**config.mk**
```make
export PLATFORM = sky130hd
export DESIGN_NAME = packet_receiver_xor_deframer_top_flat
export DESIGN_NICKNAME = d
export VERILOG_FILES = /design/src/rtl/core/prxd_pkg.sv /design/src/rtl/core/prxd_if.sv /design/src/rtl/core/prxd_ram.sv /design/src/rtl/core/prxd_ctrl.sv /design/src/rtl/core/prxd_obuf.sv /design/src/rtl/core/packet_receiver_xor_deframer_top.sv /design/src/flat_wrapper.sv
export SDC_FILE = /design/constraint.sdc
export NUM_CORES = 1
export LEC_CHECK = 0
export BUFFER_PORTS_ARGS = -buffer_cell sky130_fd_sc_hd__buf_4
export CORE_UTILIZATION = 50
export CTS_CLUSTER_SIZE = 40
export DETAILED_ROUTE_END_ITERATION = 10
export GPL_TIMING_DRIVEN = 0
export HOLD_SLACK_MARGIN = 0.03
export PLACE_DENSITY = 0.77
export SLEW_MARGIN = 20
export SYNTH_ARGS = -nofsm -noshare
export SYNTH_HDL_FRONTEND = slang
export SYNTH_HIERARCHICAL = 1
export SYNTH_SLANG_ARGS = --single-unit
```
**constraint.sdc**
```tcl
create_clock -name i_clk -period 5.5 [get_ports i_clk]
set_input_delay 1.1 -clock i_clk [delete_from_list [all_inputs] [get_ports i_clk]]
set_output_delay 1.1 -clock i_clk [all_outputs]
set_load 0.005 [all_outputs]
```
**src/rtl/core/prxd_pkg.sv**
```systemverilog
// ============================================================================
// prxd_pkg
// Shared types and constants for the packet receiver with XOR deframing.
// ============================================================================
package prxd_pkg;

    // Packet store depth and derived widths
    localparam int BUFFER_DEPTH = 64;
    localparam int ADDR_W       = (BUFFER_DEPTH > 1) ? $clog2(BUFFER_DEPTH) : 1;
    localparam int POS_W        = $clog2(BUFFER_DEPTH + 1);

    // Field widths
    localparam int OPCODE_W = 2;
    localparam int BYTE_W   = 8;
    localparam int INDEX_W  = 6;
    localparam int EVENT_W  = 3;
    localparam int CFG_IDX_W = 1;

    // Fixed constants
    localparam logic [BYTE_W-1:0] GAP_MAX        = 8'hFF;
    localparam logic [BYTE_W-1:0] START_RESET    = 8'd0;
    localparam logic [BYTE_W-1:0] TIMEOUT_RESET  = 8'd10;
    localparam int                LEN_OVERHEAD   = 4;

    // Result queue depth
    localparam int OBUF_DEPTH = 4;
    localparam int OBUF_PTR_W = $clog2(OBUF_DEPTH);
    localparam int OBUF_CNT_W = $clog2(OBUF_DEPTH + 1);

    typedef enum logic [OPCODE_W-1:0] {
        OP_BYTE    = 2'd0,
        OP_TICK    = 2'd1,
        OP_RELEASE = 2'd2,
        OP_READ    = 2'd3
    } t_opcode;

    typedef enum logic [EVENT_W-1:0] {
        EV_NONE     = 3'd0,
        EV_STARTED  = 3'd1,
        EV_STORED   = 3'd2,
        EV_OK       = 3'd3,
        EV_BAD_SUM  = 3'd4,
        EV_TOO_LONG = 3'd5,
        EV_LINE_ERR = 3'd6,
        EV_IGNORED  = 3'd7
    } t_event;

    typedef enum logic [CFG_IDX_W-1:0] {
        REG_START_BYTE  = 1'd0,
        REG_GAP_TIMEOUT = 1'd1
    } t_cfg_reg;

    // Control word of a beat leaving the control stage
    typedef struct packed {
        logic   valid;
        t_event event_res;
        logic   packet_ready;
        logic   is_read;
    } t_stage_ctl;

endpackage

```
**src/rtl/core/prxd_if.sv**
```systemverilog
// ============================================================================
// prxd_if
// Channel interfaces: input beats, result beats and configuration writes.
// ============================================================================
interface prxd_in_if;
    logic                               valid;
    logic                               ready;
    logic [prxd_pkg::OPCODE_W-1:0]      opcode;
    logic [prxd_pkg::BYTE_W-1:0]        rx_byte;
    logic                               line_error;
    logic [prxd_pkg::INDEX_W-1:0]       read_index;

    modport source (output valid, opcode, rx_byte, line_error, read_index, input ready);
    modport sink   (input valid, opcode, rx_byte, line_error, read_index, output ready);
endinterface

interface prxd_out_if;
    logic                               valid;
    logic                               ready;
    logic [prxd_pkg::EVENT_W-1:0]       event_res;
    logic                               packet_ready;
    logic [prxd_pkg::BYTE_W-1:0]        read_data;

    modport source (output valid, event_res, packet_ready, read_data, input ready);
    modport sink   (input valid, event_res, packet_ready, read_data, output ready);
endinterface

interface prxd_cfg_if;
    logic                               valid;
    logic                               ready;
    logic [prxd_pkg::CFG_IDX_W-1:0]     index;
    logic [prxd_pkg::BYTE_W-1:0]        data;

    modport source (output valid, index, data, input ready);
    modport sink   (input valid, index, data, output ready);
endinterface

```
**src/rtl/core/prxd_ram.sv**
```systemverilog
// ============================================================================
// prxd_ram
// Generic single-write, single-read RAM with a registered read port.
// ============================================================================
module prxd_ram #(
    parameter  int WIDTH = 8,
    parameter  int DEPTH = 64,
    localparam int AW    = (DEPTH > 1) ? $clog2(DEPTH) : 1
) (
    input  logic             i_clk,
    input  logic             i_wr_en,
    input  logic [AW-1:0]    i_wr_addr,
    input  logic [WIDTH-1:0] i_wr_data,
    input  logic             i_rd_en,
    input  logic [AW-1:0]    i_rd_addr,
    output logic [WIDTH-1:0] o_rd_data
);

    logic [WIDTH-1:0] r_mem [DEPTH];
    logic [WIDTH-1:0] r_rd_data;

    // Write port
    always_ff @(posedge i_clk) begin
        if (i_wr_en) begin
            r_mem[i_wr_addr] <= i_wr_data;
        end
    end

    // Registered read, hold when not enabled
    always_ff @(posedge i_clk) begin
        if (i_rd_en) begin
            r_rd_data <= r_mem[i_rd_addr];
        end
    end

    assign o_rd_data = r_rd_data;

endmodule

```
**src/rtl/core/prxd_ctrl.sv**
```systemverilog
// ============================================================================
// prxd_ctrl
// Deframing control: configuration, receive state, store access and events.
// ============================================================================
module prxd_ctrl (
    input  logic                          i_clk,
    input  logic                          i_rst_n,
    prxd_in_if.sink                       i_in,
    prxd_cfg_if.sink                      i_cfg,
    input  logic                          i_credit,
    output logic                          o_wr_en,
    output logic [prxd_pkg::ADDR_W-1:0]   o_wr_addr,
    output logic [prxd_pkg::BYTE_W-1:0]   o_wr_data,
    output logic                          o_rd_en,
    output logic [prxd_pkg::ADDR_W-1:0]   o_rd_addr,
    output prxd_pkg::t_stage_ctl          o_stage
);

    localparam int NEED_W = prxd_pkg::BYTE_W + 2;
    localparam logic [NEED_W-1:0] DEPTH_N = NEED_W'(prxd_pkg::BUFFER_DEPTH);
    localparam logic [NEED_W-1:0] OVER_N  = NEED_W'(prxd_pkg::LEN_OVERHEAD);

    logic [prxd_pkg::BYTE_W-1:0] r_start_byte;
    logic [prxd_pkg::BYTE_W-1:0] r_timeout;
    logic                        r_receiving, n_receiving;
    logic [prxd_pkg::BYTE_W-1:0] r_xor, n_xor;
    logic [prxd_pkg::POS_W-1:0]  r_wpos, n_wpos;
    logic [prxd_pkg::BYTE_W-1:0] r_gap, n_gap;
    logic                        r_ready, n_ready;
    logic [prxd_pkg::BYTE_W-1:0] r_len, n_len;
    prxd_pkg::t_stage_ctl        r_stage, n_stage;

    logic                        fire;
    prxd_pkg::t_opcode           op;
    logic                        recv_eff;
    logic [prxd_pkg::BYTE_W-1:0] xor_new;
    logic [prxd_pkg::BYTE_W-1:0] len_cur;
    logic [NEED_W-1:0]           need;
    logic [NEED_W-1:0]           pos_next;
    logic                        idx_in_range;

    assign i_in.ready  = i_credit;
    assign i_cfg.ready = 1'b1;
    assign fire        = i_in.valid && i_credit;
    assign op          = prxd_pkg::t_opcode'(i_in.opcode);

    // Byte path helpers
    assign recv_eff     = r_receiving && !(r_gap > r_timeout);
    assign xor_new      = r_xor ^ i_in.rx_byte;
    assign len_cur      = (r_wpos == prxd_pkg::POS_W'(1)) ? i_in.rx_byte : r_len;
    assign need         = NEED_W'(len_cur) + OVER_N;
    assign pos_next     = NEED_W'(r_wpos) + NEED_W'(1);
    assign idx_in_range = NEED_W'(i_in.read_index) < DEPTH_N;

    // Next state and store access for one accepted beat
    always_comb begin
        n_receiving = r_receiving;
        n_xor       = r_xor;
        n_wpos      = r_wpos;
        n_gap       = r_gap;
        n_ready     = r_ready;
        n_len       = r_len;
        n_stage     = '{valid: fire, event_res: prxd_pkg::EV_NONE,
                        packet_ready: 1'b0, is_read: 1'b0};
        o_wr_en     = 1'b0;
        o_wr_addr   = r_wpos[prxd_pkg::ADDR_W-1:0];
        o_wr_data   = i_in.rx_byte;
        o_rd_en     = 1'b0;
        o_rd_addr   = prxd_pkg::ADDR_W'(i_in.read_index);
        if (fire) begin
            unique case (op)
                prxd_pkg::OP_BYTE: begin
                    if (i_in.line_error) begin
                        n_receiving       = 1'b0;
                        n_stage.event_res = prxd_pkg::EV_LINE_ERR;
                    end else begin
                        n_gap = '0;
                        if (!recv_eff) begin
                            n_receiving = 1'b0;
                            if (!r_ready && i_in.rx_byte == r_start_byte) begin
                                n_receiving       = 1'b1;
                                n_xor             = i_in.rx_byte;
                                n_wpos            = prxd_pkg::POS_W'(1);
                                o_wr_en           = 1'b1;
                                o_wr_addr         = '0;
                                n_stage.event_res = prxd_pkg::EV_STARTED;
                            end else begin
                                n_stage.event_res = prxd_pkg::EV_IGNORED;
                            end
                        end else if (NEED_W'(r_wpos) >= DEPTH_N) begin
                            n_receiving       = 1'b0;
                            n_stage.event_res = prxd_pkg::EV_TOO_LONG;
                        end else begin
                            o_wr_en = 1'b1;
                            n_wpos  = pos_next[prxd_pkg::POS_W-1:0];
                            n_xor   = xor_new;
                            n_len   = len_cur;
                            if (need >= DEPTH_N) begin
                                n_receiving       = 1'b0;
                                n_stage.event_res = prxd_pkg::EV_TOO_LONG;
                            end else if (pos_next == need) begin
                                n_receiving = 1'b0;
                                if (xor_new == '0) begin
                                    n_ready           = 1'b1;
                                    n_stage.event_res = prxd_pkg::EV_OK;
                                end else begin
                                    n_stage.event_res = prxd_pkg::EV_BAD_SUM;
                                end
                            end else begin
                                n_stage.event_res = prxd_pkg::EV_STORED;
                            end
                        end
                    end
                end
                prxd_pkg::OP_TICK: begin
                    if (r_gap < prxd_pkg::GAP_MAX) begin
                        n_gap = r_gap + prxd_pkg::BYTE_W'(1);
                    end
                end
                prxd_pkg::OP_RELEASE: begin
                    n_ready = 1'b0;
                end
                prxd_pkg::OP_READ: begin
                    o_rd_en         = idx_in_range;
                    n_stage.is_read = idx_in_range;
                end
                default: begin
                end
            endcase
        end
        n_stage.packet_ready = n_ready;
    end

    // Hold configuration, advance receive state and the stage register
    always_ff @(posedge i_clk) begin
        if (!i_rst_n) begin
            r_start_byte <= prxd_pkg::START_RESET;
            r_timeout    <= prxd_pkg::TIMEOUT_RESET;
            r_receiving  <= 1'b0;
            r_xor        <= '0;
            r_wpos       <= '0;
            r_gap        <= '0;
            r_ready      <= 1'b0;
            r_len        <= '0;
            r_stage      <= '{valid: 1'b0, event_res: prxd_pkg::EV_NONE,
                              packet_ready: 1'b0, is_read: 1'b0};
        end else begin
            if (i_cfg.valid) begin
                unique case (prxd_pkg::t_cfg_reg'(i_cfg.index))
                    prxd_pkg::REG_START_BYTE:  r_start_byte <= i_cfg.data;
                    prxd_pkg::REG_GAP_TIMEOUT: r_timeout    <= i_cfg.data;
                    default: begin
                    end
                endcase
            end
            r_receiving <= n_receiving;
            r_xor       <= n_xor;
            r_wpos      <= n_wpos;
            r_gap       <= n_gap;
            r_ready     <= n_ready;
            r_len       <= n_len;
            r_stage     <= n_stage;
        end
    end

    assign o_stage = r_stage;

endmodule

```
**src/rtl/core/prxd_obuf.sv**
```systemverilog
// ============================================================================
// prxd_obuf
// Result queue: joins stage control with RAM read data and buffers beats.
// ============================================================================
module prxd_obuf (
    input  logic                          i_clk,
    input  logic                          i_rst_n,
    input  prxd_pkg::t_stage_ctl          i_stage,
    input  logic [prxd_pkg::BYTE_W-1:0]   i_rd_data,
    output logic                          o_credit,
    prxd_out_if.source                    o_out
);

    logic [prxd_pkg::EVENT_W-1:0]    r_ev   [prxd_pkg::OBUF_DEPTH];
    logic                            r_rdy  [prxd_pkg::OBUF_DEPTH];
    logic [prxd_pkg::BYTE_W-1:0]     r_data [prxd_pkg::OBUF_DEPTH];
    logic [prxd_pkg::OBUF_PTR_W-1:0] r_wptr, r_rptr;
    logic [prxd_pkg::OBUF_CNT_W-1:0] r_count, n_count;
    logic                            push, pop;

    assign push = i_stage.valid;
    assign pop  = o_out.valid && o_out.ready;

    // Leave room for the beat in the control stage
    assign o_credit = (prxd_pkg::OBUF_CNT_W'(r_count) + prxd_pkg::OBUF_CNT_W'(i_stage.valid))
                      < prxd_pkg::OBUF_CNT_W'(prxd_pkg::OBUF_DEPTH);

    always_comb begin
        n_count = r_count;
        if (push && !pop) begin
            n_count = r_count + prxd_pkg::OBUF_CNT_W'(1);
        end else if (pop && !push) begin
            n_count = r_count - prxd_pkg::OBUF_CNT_W'(1);
        end
    end

    // Store pushed beats, zero data for anything but a read
    always_ff @(posedge i_clk) begin
        if (push) begin
            r_ev[r_wptr]   <= i_stage.event_res;
            r_rdy[r_wptr]  <= i_stage.packet_ready;
            r_data[r_wptr] <= i_stage.is_read ? i_rd_data : '0;
        end
    end

    // Advance pointers and count
    always_ff @(posedge i_clk) begin
        if (!i_rst_n) begin
            r_wptr  <= '0;
            r_rptr  <= '0;
            r_count <= '0;
        end else begin
            if (push) begin
                r_wptr <= r_wptr + prxd_pkg::OBUF_PTR_W'(1);
            end
            if (pop) begin
                r_rptr <= r_rptr + prxd_pkg::OBUF_PTR_W'(1);
            end
            r_count <= n_count;
        end
    end

    assign o_out.valid        = (r_count != '0);
    assign o_out.event_res    = r_ev[r_rptr];
    assign o_out.packet_ready = r_rdy[r_rptr];
    assign o_out.read_data    = r_data[r_rptr];

endmodule

```
**src/rtl/core/packet_receiver_xor_deframer_top.sv**
```systemverilog
// ============================================================================
// packet_receiver_xor_deframer_top
// Serial packet receiver with start byte, length, gap timeout and XOR check.
// ============================================================================
//  Channel  Dir  Payload                                   Beat when
//  i_in     in   opcode, rx_byte, line_error, read_index   valid && ready
//  o_out    out  event_res, packet_ready, read_data        valid && ready
//  i_cfg    in   index, data                               valid && ready
//
//  One beat per cycle enters unless the result queue holds it off; the
//  control stage and the packet store's registered read run side by side,
//  so a result passes the stage register before it joins the queue.
//  A four-entry result queue lets input continue while results wait; input
//  stalls once the queued beats plus the one in the control stage reach four.
//  Reset is synchronous, active low; the store needs no clearing; config is always ready.
// ============================================================================
module packet_receiver_xor_deframer_top (
    input  logic         i_clk,
    input  logic         i_rst_n,
    prxd_in_if.sink      i_in,
    prxd_cfg_if.sink     i_cfg,
    prxd_out_if.source   o_out
);

    logic                          credit;
    logic                          wr_en;
    logic [prxd_pkg::ADDR_W-1:0]   wr_addr;
    logic [prxd_pkg::BYTE_W-1:0]   wr_data;
    logic                          rd_en;
    logic [prxd_pkg::ADDR_W-1:0]   rd_addr;
    logic [prxd_pkg::BYTE_W-1:0]   rd_data;
    prxd_pkg::t_stage_ctl          stage;

    // Receive control
    prxd_ctrl u_ctrl (
        .i_clk     (i_clk),
        .i_rst_n   (i_rst_n),
        .i_in      (i_in),
        .i_cfg     (i_cfg),
        .i_credit  (credit),
        .o_wr_en   (wr_en),
        .o_wr_addr (wr_addr),
        .o_wr_data (wr_data),
        .o_rd_en   (rd_en),
        .o_rd_addr (rd_addr),
        .o_stage   (stage)
    );

    // Packet store
    prxd_ram #(
        .WIDTH (prxd_pkg::BYTE_W),
        .DEPTH (prxd_pkg::BUFFER_DEPTH)
    ) u_store (
        .i_clk     (i_clk),
        .i_wr_en   (wr_en),
        .i_wr_addr (wr_addr),
        .i_wr_data (wr_data),
        .i_rd_en   (rd_en),
        .i_rd_addr (rd_addr),
        .o_rd_data (rd_data)
    );

    // Result queue
    prxd_obuf u_obuf (
        .i_clk     (i_clk),
        .i_rst_n   (i_rst_n),
        .i_stage   (stage),
        .i_rd_data (rd_data),
        .o_credit  (credit),
        .o_out     (o_out)
    );

endmodule

```
**src/flat_wrapper.sv**
```systemverilog
// flat-port wrapper written by rule: the top's interface ports become plain ports
module packet_receiver_xor_deframer_top_flat 
  (i_clk, i_rst_n, i_in_valid, i_in_opcode, i_in_rx_byte, i_in_line_error, i_in_read_index, i_in_ready, i_cfg_valid, i_cfg_index, i_cfg_data, i_cfg_ready, o_out_valid, o_out_event_res, o_out_packet_ready, o_out_read_data, o_out_ready);
  prxd_in_if i_in_i ();
  prxd_cfg_if i_cfg_i ();
  prxd_out_if o_out_i ();
  input  logic i_clk;
  input  logic i_rst_n;
  input wire logic [$bits(i_in_i.valid)-1:0] i_in_valid;
  input wire logic [$bits(i_in_i.opcode)-1:0] i_in_opcode;
  input wire logic [$bits(i_in_i.rx_byte)-1:0] i_in_rx_byte;
  input wire logic [$bits(i_in_i.line_error)-1:0] i_in_line_error;
  input wire logic [$bits(i_in_i.read_index)-1:0] i_in_read_index;
  output wire logic [$bits(i_in_i.ready)-1:0] i_in_ready;
  input wire logic [$bits(i_cfg_i.valid)-1:0] i_cfg_valid;
  input wire logic [$bits(i_cfg_i.index)-1:0] i_cfg_index;
  input wire logic [$bits(i_cfg_i.data)-1:0] i_cfg_data;
  output wire logic [$bits(i_cfg_i.ready)-1:0] i_cfg_ready;
  output wire logic [$bits(o_out_i.valid)-1:0] o_out_valid;
  output wire logic [$bits(o_out_i.event_res)-1:0] o_out_event_res;
  output wire logic [$bits(o_out_i.packet_ready)-1:0] o_out_packet_ready;
  output wire logic [$bits(o_out_i.read_data)-1:0] o_out_read_data;
  input wire logic [$bits(o_out_i.ready)-1:0] o_out_ready;
  assign i_in_i.valid = i_in_valid;
  assign i_in_i.opcode = i_in_opcode;
  assign i_in_i.rx_byte = i_in_rx_byte;
  assign i_in_i.line_error = i_in_line_error;
  assign i_in_i.read_index = i_in_read_index;
  assign i_in_ready = i_in_i.ready;
  assign i_cfg_i.valid = i_cfg_valid;
  assign i_cfg_i.index = i_cfg_index;
  assign i_cfg_i.data = i_cfg_data;
  assign i_cfg_ready = i_cfg_i.ready;
  assign o_out_valid = o_out_i.valid;
  assign o_out_event_res = o_out_i.event_res;
  assign o_out_packet_ready = o_out_i.packet_ready;
  assign o_out_read_data = o_out_i.read_data;
  assign o_out_i.ready = o_out_ready;
  packet_receiver_xor_deframer_top u_core (.i_clk(i_clk), .i_rst_n(i_rst_n), .i_in(i_in_i), .i_cfg(i_cfg_i), .o_out(o_out_i));
endmodule
```
Word level (Yosys, flattened, before mapping) --
Memory sizes are Yosys's and may differ from the RTL's. A register that Yosys moved wholly into a read port is not among the register bits. Index checks and enable logic that the tools add are counted.
Word-level totals: register bits after elaboration 61, bits in writable memories 560, input bits 31, output and inout port bits 15, logic and storage cells 136, memories 4
Memory list:
- u_core.u_store.r_mem | words 64, width 8, rd ports 1, clocked after memory_dff 1, wr ports 1, RTL line prxd_ram.sv:19 | logic [WIDTH-1:0] r_mem [DEPTH];
- u_core.u_obuf.r_data | words 4, width 8, rd ports 1, clocked after memory_dff 1, wr ports 1, RTL line prxd_obuf.sv:16 | logic [prxd_pkg::BYTE_W-1:0] r_data [prxd_pkg::OBUF_DEPTH];
- u_core.u_obuf.r_ev | words 4, width 3, rd ports 1, clocked after memory_dff 1, wr ports 1, RTL line prxd_obuf.sv:14 | logic [prxd_pkg::EVENT_W-1:0] r_ev [prxd_pkg::OBUF_DEPTH];
- u_core.u_obuf.r_rdy | words 4, width 1, rd ports 1, clocked after memory_dff 1, wr ports 1, RTL line prxd_obuf.sv:15 | logic r_rdy [prxd_pkg::OBUF_DEPTH];
Operators by class: $add $sub $neg 8, $lt $le $gt $ge 5, equality and inequality tests 15, mux-type cells 56, bitwise logic cells 7, reduce and logical (&&, ||, !) cells 26
Operators by type and width (count):
- 2-to-1 mux 8 bit | 7
- 2-to-1 mux 6 bit | 5
- 2-to-1 mux 3 bit | 9
- 2-to-1 mux 1 bit | 24
- 2-to-1 mux 7 bit | 3
- inequality test 2 bit (second input constant) | 8
- case mux 8 bit (2 select lines) | 1
- 2-to-1 mux 2 bit | 6
- AND reduction 5 bit | 2
- adder 8 x 3 -> 9 bit (second input constant) | 1
- equality test 8 x 9 -> 1 bit | 1
- >= comparator 9 x 7 -> 1 bit (second input constant) | 1
- adder 7 x 1 -> 8 bit (second input constant) | 1
- adder 8 x 1 -> 8 bit (second input constant) | 1
- equality test 8 bit | 1
- > comparator 8 bit | 1
- zero test 8 bit | 1
- less-than comparator 8 bit (second input constant) | 1
- AND reduction 8 bit | 1
- nonzero test 2 bit | 4
- bitwise XOR 8 bit | 1
- equality test 7 x 1 -> 1 bit (second input constant) | 1
- >= comparator 7 bit (second input constant) | 1
- logical AND 1 bit | 6
- 17 further kinds | 29

Longest topological paths before layout --
depth in word-level cells 11, depth in mapped cells 16, mapped depth without buffers 14

Cells and area by module --
Netlist, hierarchy kept.
Modules (own cells, without submodules):
- prxd_ram | instances 1, cells each 940, area each 20246.9 µm², sequential area each 15615.0 µm²
- prxd_ctrl | instances 1, cells each 479, area each 3712.3 µm², sequential area each 1081.0 µm²
- prxd_obuf | instances 1, cells each 114, area each 2262.2 µm², sequential area each 1621.6 µm²

Worst setup path before layout --
Ideal clock, no wire load.
path type input port to flip-flop, start point in i_in_rx_byte[7], end point mem u_core.u_store.r_mem[49][0], enable pin, library setup time 383 ps, arrival time 3901 ps, data required time 5117 ps, path slack 1216 ps, stages 12, path buffers 3, cells stage by stage clkbuf_1 -> xor2_1 -> nor4_1 -> nand3_1 -> or3_1 -> a31o_2 -> clkbuf_1 -> and2_1 -> clkbuf_1 -> nor2b_1 -> nand4_1 -> nor3_1
Between the ends: elaborated cells between the ends (all ways) 14, classes of those cells 1 x eq/ne; 12 x mux; 1 x reduce/logical
RTL lines:
- start, declared | RTL line flat_wrapper.sv:11 | input wire logic [$bits(i_in_i.rx_byte)-1:0] i_in_rx_byte;
- equality test 8 bit | RTL line prxd_ctrl.sv:80 | if (!r_ready && i_in.rx_byte == r_start_byte) begin
- logical AND 1 bit | RTL line prxd_ctrl.sv:80
- 2-to-1 mux 6 bit | RTL line prxd_ctrl.sv:80
- 2-to-1 mux 6 bit | RTL line prxd_ctrl.sv:78 | if (!recv_eff) begin
- 2-to-1 mux 6 bit | RTL line prxd_ctrl.sv:73 | if (i_in.line_error) begin
- 2-to-1 mux 6 bit | RTL line prxd_ctrl.sv:71 | unique case (op)
- 2-to-1 mux 6 bit | RTL line prxd_ctrl.sv:70 | if (fire) begin
- named net u_core.wr_addr, one bit | RTL line packet_receiver_xor_deframer_top.sv:27 | logic [prxd_pkg::ADDR_W-1:0] wr_addr;
- end, declared | RTL line prxd_ram.sv:19
The timed path passes the listed nets, and every way through them passes these cells.

Worst setup path in the final report --
start point reg u_core/u_ctrl/r_timeout[1] (netlist bit), end point mem u_core.u_store.r_mem[23][7], enable pin
Between the ends: elaborated cells between the ends (all ways) 13, classes of those cells 1 x order compare; 10 x mux; 2 x reduce/logical
RTL lines:
- start, declared | RTL line prxd_ctrl.sv:24 | logic [prxd_pkg::BYTE_W-1:0] r_timeout;
- start signal, assigned | RTL line prxd_ctrl.sv:138 | r_timeout <= prxd_pkg::TIMEOUT_RESET;
- start signal, assigned | RTL line prxd_ctrl.sv:151 | prxd_pkg::REG_GAP_TIMEOUT: r_timeout <= i_cfg.data;
- > comparator 8 bit | RTL line prxd_ctrl.sv:48 | assign recv_eff = r_receiving && !(r_gap > r_timeout);
- zero test 1 bit | RTL line prxd_ctrl.sv:48
- logical AND 1 bit | RTL line prxd_ctrl.sv:48
- 2-to-1 mux 6 bit | RTL line prxd_ctrl.sv:78
- 2-to-1 mux 6 bit | RTL line prxd_ctrl.sv:73
- 2-to-1 mux 6 bit | RTL line prxd_ctrl.sv:71
- 2-to-1 mux 6 bit | RTL line prxd_ctrl.sv:70
- named net u_core.wr_addr, one bit | RTL line packet_receiver_xor_deframer_top.sv:27
The timed path passes the listed nets, and every way through them passes these cells.

==> results.md <==
- Remaining global-route overflow: 0
- Via count: between 10,000 and 15,000
- Worst Path Buf+Inv: 4
- Vias per std cell: 6.32
- Min Tclk post-route: roughly 5.5 ns
- Post-synth EDFFs: 568
- Total chip power: 10.2 mW
- Post-CTS Setup Repair Bufs: 0
- Clock Path Buffers: 3
- Synth warn: 6
- First-pass GRT wire length: approximately 90,000 um
- Clock transition at path regs: about 0.07 ns
- Mapped cell area: 26,200 sq um
- Syn Area/Cell: between 15 and 20 sq um
- Die height: around 230 um
- Std-Cell Rows: between 80 and 90
- Post-synthesis sequential area ratio: 0.699
- Cells after Synth: between 1,500 and 2,000
- RSZ-0062 raised after global routing: true
- Fin crit share: 0.996
- Slew @ Worst Pin: ~1.1 ns
- Most common cell after layout, fill and taps aside: edfxtp_1
- CTS root buffer: clkbuf_16
- Routed len/inst: ~26 um
- Status: finished, violations left
- Critical Path AT: approximately 5.8 ns
- CTS buffer count: 60
- Initial antenna violation count: 0
- Largest family of logic cells by synthesized area: multiplexers
- Final WL: about 61,000 um
- Dpl hpwl: 38,300 um
- Worst VDD drop: about 0.29 mV
- Fill count: 3,756
- Area of the multi-input gates: roughly 7300 sq um
- Hold Worst Slack: 0.464 ns
- CP startpoint kind: flip-flop
- Final setup viols: 0
- Leak: about 9.4 nW
- Crit path max-delay family: simple AND/OR/NAND/NOR gates
- Post-Syn Nets: 1,584
- XOR/XNOR Fraction of Synth Area: 0.0122
- Worst-Skew Late Latency: ~0.65 ns
- # IOs: 46
- Hold WC Path Type: flip-flop to flip-flop
- Antenna viol nets, final: 0
- Distinct cells, synth: 70
- Largest net degree at the start of global routing: 65
- Failing checks: design-rule violations
- Remaining DRCs: 2
- CP Data Required Time: 5.78 ns
- Final setup margin: about 0.024 ns
- H-tree levels: 2
- Layout Nets: 1,677
- Final Instance Area: 29,300 sq um
- Die ar.: approximately 53,000 sq um
- Fmax: roughly 180 MHz
- Worst-path cell chain: inv_1 -> ha_1 -> nor2b_1 -> o21a_1 -> o21a_1 -> o21ai_0 -> clkbuf_1 -> a31o_2 -> clkbuf_1 -> and2_1 -> clkbuf_1 -> nand4_1 -> nor2_1
- Initial Util: 0.508
- Post-synthesis mux area share: 0.136
- Worst setup EP type: flip-flop
- FFs w/ async S/R, synth: 0
- Most frequent cells in the layout: 568 x edfxtp_1, 138 x mux4_2, 89 x nor2_1
- Dpl cell area: 27,300 sq um
- Critical Path Fanout Max: 10
- Initial drt markers: 1,730
- Share of cells above drive strength 1: 0.221
- Cts hold-fix bufs: 0
- Worst Skew: between 0.05 and 0.06 ns
- Simple-gate share of the synthesized area: 0.0733
- Max_slew headroom: 0.266
- CTS tree: built
- Final Hold Viols: 0
- PD cells: between 300 and 400 nW/um^2
- Adder-cell share of the synthesized area: 0.00983
- Number of synthesized register bits: 631
- Setup TNS: 0 ns
- Top FF cell, synth: edfxtp_1
- CP max-delay cell: nor2_1
- Layout area overhead: 11.9%
- Core box area: just over 50,000 sq um
- Buffers on Ports: 31
- Pre-antenna DRT Iters: 11
- CTS sink cnt: ~630
- Sequential cell area: around 18,000 sq um
- Core Util, Final: 0.569
- CP peak stage delay: 0.90 ns
- Compound-gate portion of the synthesized area: 0.0440
- RD Place Congestion: between 0.9 and 1
- Die Wd: 231 um
- Worst slack at placement: around 0.0045 ns
- GRT Overall Usage: 0.231
- Max-Cap Viols: 0
- Post-Place Cells: 2,244
- WS Path Type: flip-flop to flip-flop
- Max-slew violations: 0
- Vias in the first global route: 14,700
- Final cell count without fillers: 2,358
- Cell mode on critical path: clkbuf_1
## report_power, final
| part | switching, mW | leakage [nW] | total [mW] | internal [mW] |
|---|---|---|---|---|
| sequential | 0.0441 | 5.63 | 5.31 | 5.27 |
| combinational | 0.395 | 2.79 | 0.727 | 0.331 |
| clock | 1.81 | 0.974 | 4.13 | 2.32 |
## routing by layer
layer	part of all wire	routed length [um]	track usage
met1	0.38	23300	0.311
met2	0.47	28700	0.365
met3	0.10	6110	0.0476
met4	0.045	2760	0.103
met5	0	0	0
## kinds of logic (layout without fill, tap and decap cells)
logic type	count (synthesis)	in the layout
compound gates	163	163
xor+xnor	35	35
fa+ha+maj	20	20
buf+inv	126	270
flops	631	631
mux	181	181
other cells	1	2
simple gates	376	376
## flip-flops by register name, summed over array words and instances (netlist names), 6 cells and up, named ones only
name and flops:
u_core/u_ctrl/o_stage 6, u_core/u_obuf/r_data 32, u_core/u_ctrl/r_wpos 7, u_core/u_store/o_rd_data 8
u_core/u_ctrl/r_gap 8, u_core/u_ctrl/r_start_byte 8, u_core/u_ctrl/r_xor 8, u_core/u_obuf/r_ev 12
u_core/u_ctrl/r_len 8, u_core/u_ctrl/r_timeout 8, u_core/u_store/r_mem 512
## worst register-to-register path, cell delays in order (launching register included)
cell and delay, ns:
dfxtp_1 0.31, inv_1 0.06, ha_1 0.30, nor2b_1 0.13, o21a_1 0.16, o21a_1 0.16
o21ai_0 0.50, clkbuf_1 0.44, a31o_2 0.32, clkbuf_1 0.42, and2_1 0.24, clkbuf_1 0.38
nand4_1 0.78, nor2_1 0.91
## layout make-up
class | count | area share
flip-flops and latches | 631 | 0.624
multi-input cells | 776 | 0.247
clock buffers | 65 | 0.0521
well taps | 680 | 0.0290
plain buffers | 107 | 0.0211
clock inverters | 48 | 0.0162
repair buffers | 31 | 0.00793
inverters | 19 | 0.00243
diodes | 1 | 0.0000853
## synth_stat cells (20+ instances only)
library cell	number	area, sq um
edfxtp_1	568	17100
mux4_2	138	3110
nor2_1	100	375
nand2_1	69	259
dfxtp_1	63	1260
clkbuf_1	45	169
nand3_1	44	220
a21oi_1	41	205
buf_4	30	225
mux2i_1	29	290
nand4_1	27	169
nor2b_1	24	150
and2_1	23	144
xor2_1	21	184
nor3_1	20	100
## final timing paths
path                                                    end  cells past startpoint  slack, ns                        from
worst min-delay path             u_core/u_ctrl/r_timeout[6]                      2       0.46  u_core/u_ctrl/r_timeout[6]
worst max register to register  u_core/u_store/r_mem[23][7]                     13       0.02  u_core/u_ctrl/r_timeout[1]
worst min register to register   u_core/u_ctrl/r_timeout[6]                      2       0.46  u_core/u_ctrl/r_timeout[6]
worst max-delay path            u_core/u_store/r_mem[23][7]                     13       0.02  u_core/u_ctrl/r_timeout[1]
## what timing repair did
item / in CTS / in global routing
endpoints found under the setup margin: 0 / 95
resized for setup: 0 / 11
endpoints found under the hold margin: 0 / 0
(Power assumes the default switching activity.)
